### config.mk
export PLATFORM = sky130hd
export DESIGN_NAME = wildcard_star_regex_matcher_flat
export DESIGN_NICKNAME = d
export VERILOG_FILES = /design/src/rsm_pkg.sv /design/src/rsm_in_if.sv /design/src/rsm_out_if.sv /design/src/rsm_cell.sv /design/src/wildcard_star_regex_matcher.sv /design/src/flat_wrapper.sv
export SDC_FILE = /design/constraint.sdc
export NUM_CORES = 1
export LEC_CHECK = 0
export ABC_AREA = 1
export CAP_MARGIN = 20
export CORE_UTILIZATION = 38
export DETAILED_ROUTE_END_ITERATION = 7
export DONT_BUFFER_PORTS = 1
export PLACE_DENSITY = 0.58
export REMOVE_ABC_BUFFERS = 1
export SLEW_MARGIN = 15
export SYNTH_ARGS = -nofsm -noshare
export SYNTH_HDL_FRONTEND = slang
export SYNTH_SLANG_ARGS = --single-unit
### constraint.sdc
create_clock -name clk -period 4.6 [get_ports clk]
set_clock_uncertainty 0.05 [all_clocks]
set_input_delay 0.92 -clock clk [delete_from_list [all_inputs] [get_ports clk]]
set_output_delay 0.92 -clock clk [all_outputs]
set_load 0.02 [all_outputs]
### src/rsm_pkg.sv
// shared constants, codes and types for the wildcard star regex matcher
package rsm_pkg;

  localparam int PATTERN_MAX = 32;
  localparam int LEN_W       = $clog2(PATTERN_MAX + 1);
  localparam int IDX_W       = $clog2(PATTERN_MAX);
  localparam int NUM_WORDS   = 4;
  localparam int BYTES_WORD  = 8;
  localparam int CFG_DATA_W  = 64;
  localparam int CFG_ADDR_W  = 3;
  localparam int CNT_W       = 6;

  localparam logic [CFG_ADDR_W-1:0] REG_PAT0  = 3'd0;
  localparam logic [CFG_ADDR_W-1:0] REG_PAT1  = 3'd1;
  localparam logic [CFG_ADDR_W-1:0] REG_PAT2  = 3'd2;
  localparam logic [CFG_ADDR_W-1:0] REG_PAT3  = 3'd3;
  localparam logic [CFG_ADDR_W-1:0] REG_COUNT = 3'd4;

  localparam logic OP_START = 1'b0;
  localparam logic OP_FEED  = 1'b1;

  localparam logic [7:0] STAR_BYTE = 8'h2A;
  localparam logic [7:0] DOT_BYTE  = 8'h2E;

  typedef logic [NUM_WORDS-1:0][BYTES_WORD-1:0][7:0] pattern_t;

  typedef struct packed {
    logic feed;
    logic first;
    logic old_jm1;
    logic old_j;
    logic next_jm2;
  } cell_ctl_t;

endpackage

### src/rsm_in_if.sv
// request channel carrying opcode and text byte
interface rsm_in_if;
  logic       valid;
  logic       ready;
  logic       opcode;
  logic [7:0] text_char;

  modport source (output valid, output opcode, output text_char, input ready);
  modport sink (input valid, input opcode, input text_char, output ready);
endinterface

### src/rsm_out_if.sv
// result channel carrying the match flag
interface rsm_out_if;
  logic valid;
  logic ready;
  logic matched;

  modport source (output valid, output matched, input ready);
  modport sink (input valid, input matched, output ready);
endinterface

### src/rsm_cell.sv
// one match cell: computes the row bit for a single pattern position
module rsm_cell (
  input  rsm_pkg::cell_ctl_t ctl,
  input  logic [7:0]         text_char,
  input  logic [7:0]         pat_byte,
  input  logic [7:0]         prev_byte,
  output logic               hit
);
  import rsm_pkg::*;

  logic cur_fits;
  logic prev_fits;
  logic is_star;

  assign is_star   = (pat_byte == STAR_BYTE);
  assign cur_fits  = (text_char == pat_byte) || (pat_byte == DOT_BYTE);
  assign prev_fits = (text_char == prev_byte) || (prev_byte == DOT_BYTE);

  always_comb begin
    if (!ctl.feed) begin
      hit = is_star && !ctl.first && ctl.next_jm2;
    end else if (!is_star) begin
      hit = cur_fits && ctl.old_jm1;
    end else begin
      // star: zero copies, or one more copy of the byte before it
      hit = !ctl.first && (ctl.next_jm2 || (prev_fits && ctl.old_j));
    end
  end

endmodule

### src/wildcard_star_regex_matcher.sv
// top level: pattern registers, row state and the position sequencer
// An item is first loaded into the payload registers; then the single match cell
// sweeps the len pattern positions one by one in order, where len is pattern_count
// capped at 32, and last the result of the sweep is posted to the output register.
// A start request rebuilds the row for empty text; a feed request advances it by one
// text byte. Each request gives one result that tells whether the text since the last
// start matches the whole pattern. The result sits in an output register, so a new
// request is taken while it waits; the sweep stalls at its end only if the earlier
// result has not been taken yet. Pattern writes belong between texts or while idle.
module wildcard_star_regex_matcher (
  input  logic                            clk,
  input  logic                            rst_n,
  rsm_in_if.sink                          in_ch,
  rsm_out_if.source                       out_ch,
  input  logic                            cfg_we,
  input  logic [rsm_pkg::CFG_ADDR_W-1:0]  cfg_addr,
  input  logic [rsm_pkg::CFG_DATA_W-1:0]  cfg_wdata
);
  import rsm_pkg::*;

  localparam logic ST_IDLE = 1'b0;
  localparam logic ST_RUN  = 1'b1;

  pattern_t               pat_r;
  logic [CNT_W-1:0]       count_r;
  logic                   state_r;
  logic                   state_nxt;
  logic                   feed_r;
  logic [7:0]             char_r;
  logic [LEN_W-1:0]       j_r;
  logic [PATTERN_MAX:0]   row_r;
  logic [PATTERN_MAX:0]   old_sh_r;
  logic                   n1_r;
  logic                   n2_r;
  logic [7:0]             prev_byte_r;
  logic                   out_valid_r;
  logic                   matched_r;

  logic [LEN_W-1:0]       len;
  logic [IDX_W-1:0]       idx;
  logic [7:0]             cur_byte;
  logic                   accept;
  logic                   sweep_done;
  logic                   slot_free;
  logic                   finish;
  logic                   step;
  logic                   hit;
  cell_ctl_t              ctl;

  assign len = (count_r > CNT_W'(PATTERN_MAX)) ? LEN_W'(PATTERN_MAX) : LEN_W'(count_r);
  assign idx = IDX_W'(j_r - LEN_W'(1));
  assign cur_byte = pat_r[idx[IDX_W-1:3]][idx[2:0]];

  assign accept     = in_ch.valid && in_ch.ready;
  assign sweep_done = (j_r > len);
  assign slot_free  = !out_valid_r || out_ch.ready;
  assign step       = (state_r == ST_RUN) && !sweep_done;
  assign finish     = (state_r == ST_RUN) && sweep_done && slot_free;

  assign in_ch.ready    = (state_r == ST_IDLE);
  assign out_ch.valid   = out_valid_r;
  assign out_ch.matched = matched_r;

  assign ctl.feed     = feed_r;
  assign ctl.first    = (j_r == LEN_W'(1));
  assign ctl.old_jm1  = old_sh_r[0];
  assign ctl.old_j    = old_sh_r[1];
  assign ctl.next_jm2 = n2_r;

  rsm_cell u_cell (
    .ctl       (ctl),
    .text_char (char_r),
    .pat_byte  (cur_byte),
    .prev_byte (prev_byte_r),
    .hit       (hit)
  );

  always_comb begin
    state_nxt = state_r;
    case (state_r)
      ST_IDLE: if (accept) state_nxt = ST_RUN;
      ST_RUN:  if (finish) state_nxt = ST_IDLE;
      default: state_nxt = ST_IDLE;
    endcase
  end

  // configuration registers
  always_ff @(posedge clk) begin
    if (!rst_n) begin
      pat_r   <= '0;
      count_r <= '0;
    end else if (cfg_we) begin
      case (cfg_addr)
        REG_PAT0, REG_PAT1, REG_PAT2, REG_PAT3: pat_r[cfg_addr[1:0]] <= cfg_wdata;
        REG_COUNT: count_r <= cfg_wdata[CNT_W-1:0];
        default: ;
      endcase
    end
  end

  // sequencer and row state
  always_ff @(posedge clk) begin
    if (!rst_n) begin
      state_r     <= ST_IDLE;
      row_r       <= (PATTERN_MAX+1)'(1);
      out_valid_r <= 1'b0;
      j_r         <= '0;
    end else begin
      state_r <= state_nxt;
      if (finish) begin
        out_valid_r <= 1'b1;
      end else if (out_valid_r && out_ch.ready) begin
        out_valid_r <= 1'b0;
      end
      if (accept) begin
        j_r   <= LEN_W'(1);
        row_r <= (PATTERN_MAX+1)'(in_ch.opcode == OP_START);
      end else if (step) begin
        row_r[j_r] <= hit;
        j_r        <= j_r + LEN_W'(1);
      end
    end
  end

  // payload registers
  always_ff @(posedge clk) begin
    if (accept) begin
      feed_r   <= in_ch.opcode;
      char_r   <= in_ch.text_char;
      old_sh_r <= row_r;
      n1_r     <= (in_ch.opcode == OP_START);
      n2_r     <= 1'b0;
    end else if (step) begin
      old_sh_r    <= {1'b0, old_sh_r[PATTERN_MAX:1]};
      prev_byte_r <= cur_byte;
      n2_r        <= n1_r;
      n1_r        <= hit;
    end
    if (finish) matched_r <= n1_r;
  end

  a_ready_idle: assert property (@(posedge clk) disable iff (!rst_n)
    in_ch.ready |-> (state_r == ST_IDLE))
    else $error("request taken while the sweep is busy");

  a_accept_runs: assert property (@(posedge clk) disable iff (!rst_n)
    accept |=> (state_r == ST_RUN) && (j_r == LEN_W'(1)))
    else $error("sweep did not start after a request");

  a_j_bound: assert property (@(posedge clk) disable iff (!rst_n)
    (state_r == ST_RUN) |-> (j_r <= len + LEN_W'(1)))
    else $error("position counter ran past the pattern");

  a_finish_posts: assert property (@(posedge clk) disable iff (!rst_n)
    finish |=> out_valid_r && (state_r == ST_IDLE))
    else $error("finished sweep did not post a result");

  a_feed_clears_bit0: assert property (@(posedge clk) disable iff (!rst_n)
    (state_r == ST_RUN) && feed_r |-> !row_r[0])
    else $error("empty prefix matched after a text byte");

endmodule
### src/flat_wrapper.sv
// flat-port wrapper written by rule: the top's interface ports become plain ports
module wildcard_star_regex_matcher_flat import rsm_pkg::*;
  (clk, rst_n, cfg_we, cfg_addr, cfg_wdata, in_ch_valid, in_ch_opcode, in_ch_text_char, in_ch_ready, out_ch_valid, out_ch_matched, out_ch_ready);
  rsm_in_if in_ch_i ();
  rsm_out_if out_ch_i ();
  input  logic clk;
  input  logic rst_n;
  input  logic cfg_we;
  input  logic [rsm_pkg::CFG_ADDR_W-1:0] cfg_addr;
  input  logic [rsm_pkg::CFG_DATA_W-1:0] cfg_wdata;
  input wire logic [$bits(in_ch_i.valid)-1:0] in_ch_valid;
  input wire logic [$bits(in_ch_i.opcode)-1:0] in_ch_opcode;
  input wire logic [$bits(in_ch_i.text_char)-1:0] in_ch_text_char;
  output wire logic [$bits(in_ch_i.ready)-1:0] in_ch_ready;
  output wire logic [$bits(out_ch_i.valid)-1:0] out_ch_valid;
  output wire logic [$bits(out_ch_i.matched)-1:0] out_ch_matched;
  input wire logic [$bits(out_ch_i.ready)-1:0] out_ch_ready;
  assign in_ch_i.valid = in_ch_valid;
  assign in_ch_i.opcode = in_ch_opcode;
  assign in_ch_i.text_char = in_ch_text_char;
  assign in_ch_ready = in_ch_i.ready;
  assign out_ch_valid = out_ch_i.valid;
  assign out_ch_matched = out_ch_i.matched;
  assign out_ch_i.ready = out_ch_ready;
  wildcard_star_regex_matcher u_core (.clk(clk), .rst_n(rst_n), .in_ch(in_ch_i), .out_ch(out_ch_i), .cfg_we(cfg_we), .cfg_addr(cfg_addr), .cfg_wdata(cfg_wdata));
endmodule
==> results of run 1 <==
stage by stage:
stage / util, % / std cells
global route: 42.8 / 2698
finish: 42.8 / 2698
detailed placement: 39.4 / 2622
CTS: 42.8 / 2696
floorplan: - / 2063
global placement: 39.4 / 2622
critical path: cells and delay by family, from the launching register on:
kind,cells,cell delay (ns)
adders and majority gates,1,0.31
buffers and inverters,4,0.81
and+or+nand+nor,12,1.81
AOI/OAI and AO/OA,2,0.29
DFF,1,0.31
layer usage:
metal | part of all wire [%] | up-vias | GRT usage (%)
met5 | 0 | - | 0
met4 | 2.4 | 0 | 7.59
met3 | 7.4 | 68 | 4.89
met2 | 44 | 428 | 35.4
met1 | 46 | 6816 | 30.9
li1 | - | 7071 | -
report_power, final:
| group | switching, uW | internal, uW | total (uW) |
|---|---|---|---|
| Clock | 1310 | 2010 | 3320 |
| Sequential | 81.1 | 3350 | 3430 |
| Combinational | 861 | 376 | 1240 |
worst paths after layout:
check / start / endpoint / slack, ns
worst max-delay path: u_core.j_r[0]$_SDFFE_PN0P_ / u_core.n1_r$_DFFE_PP_ / 0.67
worst min register to register: u_core.pat_r[48]$_SDFFE_PN0P_ / u_core.pat_r[48]$_SDFFE_PN0P_ / 0.43
worst min-delay path: in_ch_text_char[5] / u_core.char_r[5]$_DFFE_PP_ / 0.39
worst max register to register: u_core.j_r[0]$_SDFFE_PN0P_ / u_core.n1_r$_DFFE_PP_ / 0.67
area by class of cell:
| class | instances | area [um^2] | area share, % |
|---|---|---|---|
| Sequential cell | 356 | 7650 | 43.7 |
| Multi-Input combinational cell | 1653 | 7340 | 41.9 |
| Clock buffer | 64 | 1270 | 7.23 |
| Tap cell | 532 | 666 | 3.80 |
| Timing Repair Buffer | 27 | 265 | 1.51 |
| Inverter | 54 | 205 | 1.17 |
| Clock inverter | 10 | 119 | 0.679 |
| Antenna cell | 2 | 5.00 | 0.0286 |
cells in the mapped netlist (all sizes together):
master    n  area, um^2
nor2    576        2170
nand2   416        1580
dfxtp   304        6090
o21ai   298        1490
nand3   275        1380
clkbuf   93         349
inv      54         203
buf      53         302
edfxtp   52        1560
a21oi    43         328
ha        9         113
nand4     7        43.8
nor3      7        46.3
or2       6        37.5
a21boi    3        22.5
nand3b    3        22.5
nor4      3        18.8
xnor2     3        26.3
a211oi    1        7.51
o211ai    1        7.51
o221ai    1        8.76
o32ai     1        8.76
state kept, by name (all words and copies together), names as in the netlist:
signal	flops
u_core.char_r	8
u_core.count_r	6
u_core.feed_r	1
u_core.j_r	6
u_core.n1_r	1
u_core.n2_r	1
u_core.old_sh_r	33
u_core.out_ch.matched	1
u_core.out_ch.valid	1
u_core.pat_r	256
u_core.prev_byte_r	8
u_core.row_r	33
u_core.state_r	1
logic make-up (layout without fill, tap and decap cells):
kind of cell	after synthesis	after routing	share of synthesized area (%)
simple gates	1293	1293	33.5
fa+ha+maj	9	9	0.712
flops	356	356	48.4
compound gates	348	348	11.9
xor+xnor	3	3	0.166
buf+inv	200	155	5.40
other cells	0	2	0
==> metrics.txt, run 1 <==
H-tree depth=2; measured slew at the worst slew-check pin=0.991 ns; Num CTS Buffers=40; initial antenna violation count=2; total track usage=22.7%; Max Slew Vio Count=0; mapped cell area=0.0158 mm^2; Final Power=7990 uW; Fin. Hold Viols=0; 1st-pass router iterations=6; FMAX=255 MHz; Critical Path AT=4.15 ns; clk slew on worst S/H paths=0.06 ns; share of layout cells above drive strength 1=6.89%; Clk Tree Root Cell=clkbuf_16; RSZ-0062 raised after global routing=false; commonest non-fill, non-tap cell in the layout=nor2_1; Critical Path Start Type=flip-flop; Detailed Place HPWL=26.8 mm; CP Max Fanout=64; Die Wd=206 um; Fillers=4200; Final WS setup=0.674 ns; most used cell, CP=nand3_1; Routed WL=47.3 mm; vias in the first global route=13700; Avg WL per Cell=17.5 um; Via density=5.33; pwr dens=456 mW/mm^2; CP endpoint kind=flip-flop; die height=206 um; HP Class=in -> reg; Antenna Nets Post-Route=0; clk_lat worst skew=0.57 ns; synth unique cells=32; Vias=14400; Synth Instances=2209; first-pass GRT wire length=75.7 mm; most frequent cells in the layout=574 x nor2_1, 407 x nand2_1, 304 x dfxtp_1; I/O pins=84; setup TNS=0 ns; GPL Wtd Cong=0.796; period utilization=85.3%; placed instance area=0.0161 mm^2; crit path cell chain=inv_2 > buf_4 > ha_1 > nand3_1 > nand2_2 > inv_2 > buf_12 > nand3_1 > nand3_1 > nand3_1 > nand3_1 > nand2_1 > nand3_1 > nor3_4 > a21boi_0 > nand2_1 > nand2_2 > nand2_4 > a21boi_0; Port Buf Inserts=0; endpoints failing setup=0; area delta synth->final=10.8%; Avg Inst Size Synth=7.16 um^2; DRC Markers=0; relative slew slack=33.9%; CTS Hold Bufs=0; post-placement setup slack=0.757 ns; WS Path Type=reg -> reg; hold slack=0.394 ns; post-layout min period=3.93 ns; Starting Density=38.6%; Max stage delay on crit path=0.48 ns; Die ar.=0.0424 mm^2; TritonCTS clock tree=done; status=finished clean; leak pwr=0.00712 uW; worst IR drop on VDD=0.000263 V; drt initial violations=1339; num rows=74; Nets=2222; total setup buffers inserted after CTS=0; Ys Warns=0; Yosys reg bits=356; max cap viols=0; largest net degree at the start of global routing=266; critical path data required time=4.83 ns; post-route cell area=0.0175 mm^2; Num Clock Sinks=356; CTS max path bufs=3; Gates resized, CTS repair=0; core area=0.0409 mm^2; worst hold stages=0; GRT overflow=0; Worst path slowest cell=buf_4; Worst Reg-to-Reg Cells=19; Seq/Total Area, Yosys=48.4%
Note: power is estimated with default switching activity, not from simulation.
==> run 2, diff against run 1 <==
- MAX_ROUTING_LAYER: not set -> met4
==> run 2 against run 1 <==
- maximum frequency is 0.49% higher
- global-route usage grew 0.67 points
- combinational power barely moved
- design area about the same
- count of clock-buffer cells in the layout did not move
- die area unchanged
- worst setup slack better by 0.019 ns
- power about the same
- critical path depth did not move
- critical path type unchanged
- largest cell class unchanged
- largest power group unchanged
==> metrics.txt, run 2 (same netlist as run 1, synthesis figures left out) <==
relative slew slack=35.4%; Max stage delay on crit path=0.48 ns; WS Path Type=reg -> reg; commonest non-fill, non-tap cell in the layout=nor2_1; total setup buffers inserted after CTS=0; drt initial violations=1299; Critical Path AT=4.13 ns; biggest regs=u_core.pat_r x256, u_core.old_sh_r x33, u_core.row_r x33; Worst Reg-to-Reg Cells=19; share of layout cells above drive strength 1=6.89%; crit path cell chain=inv_2 > buf_4 > ha_1 > nand3_1 > nand2_2 > inv_2 > buf_12 > nand3_1 > nand3_1 > nand3_1 > nand3_1 > nand2_1 > nand3_1 > nor3_4 > a21boi_0 > nand2_1 > nand2_2 > nand2_4 > a21boi_0; Via density=5.33; clock power share=41.5%; RR Endpoint=u_core.n1_r$_DFFE_PP_; period utilization=84.9%; Num Clock Sinks=356; Clk Tree Root Cell=clkbuf_16; HP Class=in -> reg; Fillers=4199; num rows=74; max cap viols=0; Sw Pwr=2250 uW; area delta synth->final=10.8%; Detailed Place HPWL=26.8 mm; post-layout min period=3.91 ns; R2R setup slack=0.69 ns; worst IR drop on VDD=0.000264 V; initial antenna violation count=2; status=finished clean; Critical R2R Launch=u_core.j_r[0]$_SDFFE_PN0P_; Pint=5740 uW; Vias=14400; hold slack=0.393 ns; Worst path slowest cell=buf_4; 1st-pass router iterations=5; pwr dens=456 mW/mm^2; hold endpoint=u_core.char_r[5]$_DFFE_PP_; clk slew on worst S/H paths=0.06 ns; CP Max Fanout=64; Port Buf Inserts=0; switching part of the total=28.2%; CP endpoint kind=flip-flop; Max Slew Vio Count=0; Largest delay share family, worst path=simple AND/OR/NAND/NOR gates; hold path startpoint=in_ch_text_char[5]; clk_lat worst skew=0.57 ns; setup TNS=0 ns; GPL Wtd Cong=0.808; RSZ-0062 raised after global routing=false; Antenna Nets Post-Route=0; die height=206 um; Num CTS Buffers=40; Seq pwr share=43.0%; first-pass GRT wire length=75.6 mm; worst hold stages=0; most used cell, CP=nand3_1; Die ar.=0.0424 mm^2; critical path data required time=4.83 ns; proportion of power drawn by combinational gates=15.5%; Die Wd=206 um; most frequent cells in the layout=574 x nor2_1, 407 x nand2_1, 304 x dfxtp_1; total track usage=23.3%; number of flip-flops in the largest register=256; GRT overflow=0; CTS Hold Bufs=0; largest net degree at the start of global routing=266; core area=0.0409 mm^2; H-tree depth=2; Crit path buffers/inverters=4; CTS max path bufs=3; vias in the first global route=13600; FMAX=256 MHz; Fin. Hold Viols=0; Biggest register=u_core.pat_r; leak pwr=0.00712 uW; endpoints failing setup=0; measured slew at the worst slew-check pin=0.970 ns; Starting Density=38.6%; Gates resized, CTS repair=0; Nets=2222; DRC Markers=0; Routed WL=47.3 mm; utilization after layout=42.8%; I/O pins=84; Critical Path Start Type=flip-flop; Avg WL per Cell=17.5 um; TritonCTS clock tree=done
==> run 2: power groups by stage <==
| stage | sequential, uW | combinational, uW | clock (uW) |
|---|---|---|---|
| global route | 3450 | 1380 | 3500 |
| detailed placement | 3500 | 1230 | 0 |
| global placement | 3500 | 1220 | 0 |
| CTS | 3430 | 1240 | 3390 |
| finish | 3430 | 1240 | 3310 |
| floorplan | 3480 | 802 | 0 |
==> run 2: area by class of cell <==
class | count | area, um^2 | share of cell area (%)
timing repair buffer | 27 | 265 | 1.51
tap | 532 | 666 | 3.80
inverter | 54 | 205 | 1.17
antenna | 3 | 7.51 | 0.0428
sequential | 356 | 7650 | 43.6
multi-input combinational | 1653 | 7340 | 41.9
clock buffer | 64 | 1270 | 7.23
clock inverter | 10 | 119 | 0.678
==> run 2: per-stage QoR <==
stage	worst slack, ns	power, uW	area [um^2]	cells
after global routing	0.383	8330	17500	2698
after floorplan	-0.754	4280	15200	2063
after global placement	0.792	4710	16100	2622
after detailed placement	0.757	4730	16100	2622
final	0.694	7990	17500	2699
after CTS	0.736	8060	17500	2696
==> run 2: per-layer routing <==
layer / part of all wire (%) / track usage [%] / up-vias / wire (um)
met5: 0 / - / - / 0
met4: 2.4 / 7.59 / 0 / 1130
met3: 7.9 / 4.82 / 74 / 3760
met2: 44 / 35.3 / 436 / 20700
met1: 46 / 31.0 / 6815 / 21700
li1: - / - / 7074 / -
==> run 2: worst max-delay path by stage <==
stage	from	depth (start not counted)	slack (ns)	end
floorplan	u_core.j_r[0]$_SDFFE_PN0P_	18	-0.75	u_core.n1_r$_DFFE_PP_
global placement	u_core.j_r[0]$_SDFFE_PN0P_	19	0.79	u_core.n1_r$_DFFE_PP_
detailed placement	u_core.j_r[0]$_SDFFE_PN0P_	17	0.76	u_core.n1_r$_DFFE_PP_
CTS	u_core.j_r[0]$_SDFFE_PN0P_	17	0.74	u_core.n1_r$_DFFE_PP_
global route	u_core.j_r[0]$_SDFFE_PN0P_	24	0.38	u_core.n1_r$_DFFE_PP_
finish	u_core.j_r[0]$_SDFFE_PN0P_	19	0.69	u_core.n1_r$_DFFE_PP_
